--- config.mk ---
export PLATFORM = sky130hd
export DESIGN_NAME = chs_ctrl
export DESIGN_NICKNAME = d
export VERILOG_FILES = /design/src/hw/rtl/chs_pkg.sv /design/src/hw/rtl/chs_ctrl.sv
export SDC_FILE = /design/constraint.sdc
export NUM_CORES = 1
export LEC_CHECK = 0
export ABC_AREA = 1
export BUFFER_PORTS_ARGS = -buffer_cell sky130_fd_sc_hd__buf_2
export CAP_MARGIN = 20
export CELL_PAD_IN_SITES_DETAIL_PLACEMENT = 2
export CELL_PAD_IN_SITES_GLOBAL_PLACEMENT = 2
export CORE_ASPECT_RATIO = 2
export CORE_MARGIN = 10
export CORE_UTILIZATION = 16
export DETAILED_ROUTE_END_ITERATION = 8
export HOLD_SLACK_MARGIN = 0.02
export PLACE_DENSITY_LB_ADDON = 0.1
export SYNTH_ARGS = -nofsm -noshare
export SYNTH_HDL_FRONTEND = slang
export SYNTH_SLANG_ARGS = --single-unit
--- constraint.sdc ---
create_clock -name clk_i -period 1.4 [get_ports clk_i]
set_input_delay 0.28 -clock clk_i [delete_from_list [all_inputs] [get_ports clk_i]]
set_output_delay 0.28 -clock clk_i [all_outputs]
set_load 0.02 [all_outputs]
--- src/hw/rtl/chs_pkg.sv ---
// shared types, codes and defaults for the chained hash set
package chs_pkg;

  localparam int unsigned BUCKETS_DEF    = 7;
  localparam int unsigned POOL_NODES_DEF = 256;
  localparam int unsigned OP_W           = 2;
  localparam int unsigned VALUE_W        = 31;
  localparam int unsigned STATUS_W       = 2;

  typedef enum logic [OP_W-1:0] {
    OP_INSERT = 2'd0,
    OP_SEARCH = 2'd1,
    OP_DELETE = 2'd2
  } op_e;

  typedef enum logic [STATUS_W-1:0] {
    STAT_OK     = 2'd0,
    STAT_ABSENT = 2'd1,
    STAT_FULL   = 2'd2
  } status_e;

  typedef enum logic [2:0] {
    S_CLEAR,
    S_IDLE,
    S_MOD,
    S_HEAD,
    S_FIRST,
    S_WALK,
    S_DONE
  } state_e;

  typedef struct packed {
    logic    accept;
    logic    clr_step;
    logic    mod_step;
    logic    head_rd;
    logic    pop_rd;
    logic    alloc;
    logic    head_wr_new;
    logic    head_wr_link;
    logic    node_rd_head;
    logic    node_rd_next;
    logic    link_wr_tail;
    logic    link_wr_prev;
    logic    push;
    logic    res_ld;
    status_e res;
    logic    out_ld;
  } cmd_t;

  typedef struct packed {
    logic clr_last;
    logic mod_last;
    logic is_ins;
    logic is_srch;
    logic is_del;
    logic pool_empty;
    logic head_nil;
    logic link_nil;
    logic val_eq;
    logic prev_nil;
    logic out_busy;
  } stat_t;

endpackage

--- src/hw/rtl/chs_ctrl.sv ---
// controller state machine: sequences hashing, chain walks and table updates
module chs_ctrl (
  input  logic           clk_i,
  input  logic           rst_ni,
  input  logic           req_valid_i,
  output logic           req_ready_o,
  input  chs_pkg::stat_t stat_i,
  output chs_pkg::cmd_t  cmd_o
);

  chs_pkg::state_e state_q, state_d;

  always_ff @(posedge clk_i or negedge rst_ni) begin
    if (!rst_ni) begin
      state_q <= chs_pkg::S_CLEAR;
    end else begin
      state_q <= state_d;
    end
  end

  always_comb begin
    state_d     = state_q;
    req_ready_o = 1'b0;
    cmd_o       = '0;
    cmd_o.res   = chs_pkg::STAT_OK;
    case (state_q)
      chs_pkg::S_CLEAR: begin
        cmd_o.clr_step = 1'b1;
        if (stat_i.clr_last) begin
          state_d = chs_pkg::S_IDLE;
        end
      end
      chs_pkg::S_IDLE: begin
        req_ready_o = 1'b1;
        if (req_valid_i) begin
          cmd_o.accept = 1'b1;
          state_d      = chs_pkg::S_MOD;
        end
      end
      chs_pkg::S_MOD: begin
        cmd_o.mod_step = 1'b1;
        if (stat_i.mod_last) begin
          state_d = chs_pkg::S_HEAD;
        end
      end
      chs_pkg::S_HEAD: begin
        if (stat_i.is_ins) begin
          if (stat_i.pool_empty) begin
            cmd_o.res_ld = 1'b1;
            cmd_o.res    = chs_pkg::STAT_FULL;
            state_d      = chs_pkg::S_DONE;
          end else begin
            cmd_o.head_rd = 1'b1;
            cmd_o.pop_rd  = 1'b1;
            state_d       = chs_pkg::S_FIRST;
          end
        end else if (stat_i.is_srch || stat_i.is_del) begin
          cmd_o.head_rd = 1'b1;
          state_d       = chs_pkg::S_FIRST;
        end else begin
          cmd_o.res_ld = 1'b1;
          cmd_o.res    = chs_pkg::STAT_ABSENT;
          state_d      = chs_pkg::S_DONE;
        end
      end
      chs_pkg::S_FIRST: begin
        if (stat_i.is_ins) begin
          cmd_o.alloc = 1'b1;
          if (stat_i.head_nil) begin
            cmd_o.head_wr_new = 1'b1;
            cmd_o.res_ld      = 1'b1;
            cmd_o.res         = chs_pkg::STAT_OK;
            state_d           = chs_pkg::S_DONE;
          end else begin
            cmd_o.node_rd_head = 1'b1;
            state_d            = chs_pkg::S_WALK;
          end
        end else if (stat_i.head_nil) begin
          cmd_o.res_ld = 1'b1;
          cmd_o.res    = chs_pkg::STAT_ABSENT;
          state_d      = chs_pkg::S_DONE;
        end else begin
          cmd_o.node_rd_head = 1'b1;
          state_d            = chs_pkg::S_WALK;
        end
      end
      chs_pkg::S_WALK: begin
        if (stat_i.is_ins) begin
          if (stat_i.link_nil) begin
            cmd_o.link_wr_tail = 1'b1;
            cmd_o.res_ld       = 1'b1;
            cmd_o.res          = chs_pkg::STAT_OK;
            state_d            = chs_pkg::S_DONE;
          end else begin
            cmd_o.node_rd_next = 1'b1;
          end
        end else if (stat_i.val_eq) begin
          if (stat_i.is_del) begin
            cmd_o.head_wr_link = stat_i.prev_nil;
            cmd_o.link_wr_prev = !stat_i.prev_nil;
            cmd_o.push         = 1'b1;
          end
          cmd_o.res_ld = 1'b1;
          cmd_o.res    = chs_pkg::STAT_OK;
          state_d      = chs_pkg::S_DONE;
        end else if (stat_i.link_nil) begin
          cmd_o.res_ld = 1'b1;
          cmd_o.res    = chs_pkg::STAT_ABSENT;
          state_d      = chs_pkg::S_DONE;
        end else begin
          cmd_o.node_rd_next = 1'b1;
        end
      end
      chs_pkg::S_DONE: begin
        if (!stat_i.out_busy) begin
          cmd_o.out_ld = 1'b1;
          state_d      = chs_pkg::S_IDLE;
        end
      end
      default: begin
        state_d = chs_pkg::S_IDLE;
      end
    endcase
  end

endmodule

==> results.toml <==
[status]
status = "complete, but fails checks"
violations = "setup timing"

[floorplan]
die_y_microns = 93.2
dieArea_sq_mm = 0.00528
rows = 26
initial_core_util = 0.167
die_w_microns = 56.6
coreArea_sq_mm = 0.00257
ioPinCount = 32

[sta]
fin_ws_ns = -0.249
skew_ns = 0.00172
slew_viol_final = 0
worstMarginPinSlew_ns = 0.241
fin_crit_ns = 1.65
max_freq_mhz = 607
worst_hold_slack_ns = 0.364
slew_headroom = 0.839
rsz0062_at_grt = "true"
finalHoldViolations = 0
setup_viol = 18
period_share = 1.18

[layout]
antennaDiodeCount = 0
final_cell_area_sq_mm = 0.00106
regMostFlops = "state_q"
layout.cells.non_filler = 161
fillers = 331
syn2layout_area_growth_pct = 147
fin_util = 0.413
seqCellArea_sq_um = 78.8
multi_input_area_sq_um = 428
drive_gt1_frac = 0.707
reg_top3 = "state_q x3"
largest_reg_flops = 3
fin_nets = 148

[synth]
ys_ff_latch = 3
synth_area_sq_um = 429
synthDistinctLibCells = 19
synth_cells = 77
syn_area_per_cell_sq_um = 5.57
synth_nets = 91
synth-seq-area-share = 0.175
ys_warn_count = 0

[power]
p_leak_nw = 0.567
peakVddDrop_uv = 764
powerDensity_mw_per_mm2 = 2000

[grt]
grt_usage = 0.0941
grt_overflow = 0
grt_start_max_net_pins = 6
grt_pass1_wl_microns = 3910
grt_pass1_vias = 808
antenna_found_initial = 0

[critical_path]
cp.required_ns = 1.12
crit_arrival_ns = 1.37
end_kind = "primary output"
worstPathMaxFanout = 5
crit_type = "reg -> out"
worstSetupStartpointType = "flip-flop"

[clocking]
worst_skew_pair.late_latency_ns = 0.22
tritoncts = "yes"
cts_buffer_depth = 2
cts_inserted_buffers = 3
clkSinkCount = 3
h-tree-depth = 1
cts.clk_slew.worst_paths_ns = 0.03
root_buffer = "clkbuf_8"

[routing]
ant_nets = 0
wl_met1_microns = 743
viasPerCell = 4.55
wl_met3_microns = 138
wl_per_cell_microns = 16.8
via_count = 732
dr.max_layer_used = "met4"
dr.pass1.iters = 2
drcViolationCount = 0
wl_met2_microns = 1790
drt_iter0_markers = 4
routed_wl_microns = 2700

[placement]
dpl.hpwl_microns = 1970
place_area_sq_um = 724
dp_slack_ns = -0.0991
dp.cells = 147
port_buffers = 31
gp_congestion = 0.746

[run]
drv_cap = 0

[min_path]
hp-class = "in -> reg"
## worst paths after layout
check | from | slack (ns) | end | cells after the start
max reg2reg | state_q[0]$_DFFE_PN0P_ | 0 | state_q[1]$_DFFE_PN0P_ | 8
max in group asynchronous | rst_ni | 0.87 | state_q[1]$_DFFE_PN0P_ | 2
min in group asynchronous | rst_ni | 0.41 | state_q[0]$_DFFE_PN0P_ | 2
min | req_valid_i | 0.36 | state_q[0]$_DFFE_PN0P_ | 4
min reg2reg | state_q[2]$_DFFE_PN0P_ | 0.57 | state_q[2]$_DFFE_PN0P_ | 2
max | state_q[0]$_DFFE_PN0P_ | -0.25 | cmd_o[1] | 6
## cell usage after synthesis
master	count	area, sq um
nand2_1	24	90.1
inv_1	8	30.0
and2_1	1	6.26
buf_4	1	7.51
nand2_2	1	6.26
nand3_1	2	10.0
inv_2	8	30.0
a21oi_1	1	5.00
nor2_1	7	26.3
nor3_1	4	20.0
nand3_2	3	30.0
o21ai_1	3	15.0
nor2_2	3	18.8
nand2_4	1	11.3
nor3_2	1	10.0
or2_2	1	6.26
dfrtp_1	3	75.1
nand4_1	3	18.8
nor4_1	2	12.5
## cell usage in the layout (no fill, tap or decap), types with 3 or more instances in the layout
cell and n:
clkbuf_8 3, buf_6 11, inv_2 7, buf_4 28, nand4_1 3, dfrtp_2 3
nor3_4 3, nor2_2 4, inv_1 7, nand3_4 4, nand2_2 5, nand2_1 20
nor2_1 4, buf_2 13
## repair_timing
action                     4_1_cts  5_1_grt
setup endpoints to repair       18       20
pin swaps                        5        5
buffers inserted                 4        7
gates resized for setup         38       21
hold buffers                     1        0
cloned                           0        0
hold endpoints to repair         3        0
## cell families after synthesis
kind of cell,count (synthesis),synth area share
AO/OA/AOI/OAI,4,0.0466
buffers and inverters,17,0.157
AND/OR/NAND/NOR,53,0.621
flip-flops,3,0.175
## metal layers
metal,up-vias,track usage
met1,356,0.0709
met5,-,0
met3,3,0.0312
met4,0,0.0423
li1,352,-
met2,21,0.197
## metrics by stage
step,setup TNS [ns],total power [mW]
finish,-2.55,2.12
global route,-3.99,2.30
CTS,-2.72,1.88
detailed placement,-0.207,1.32
global placement,-0.167,1.30
floorplan,-0.345,0.850
## power by group
| group | internal, mW | switching (mW) | total [mW] |
|---|---|---|---|
| sequential | 0.143 | 0.0873 | 0.231 |
| clock | 0.194 | 0.0595 | 0.254 |
| combinational | 0.726 | 0.908 | 1.63 |
## cell type report
type,instances,area share
clock buffers,4,0.0425
inverters,16,0.0613
multi-input cells,57,0.403
flip-flops and latches,3,0.0743
well taps,28,0.0330
repair buffers,53,0.386
## critical path, stage by stage (launching register included)
cell	delay (ns)
dfrtp_2	0.46
inv_4	0.12
nand4_1	0.16
o21ai_2	0.11
nand2_1	0.08
o21ai_2	0.07
buf_6	0.14
Note: power is estimated with default switching activity, not from simulation.
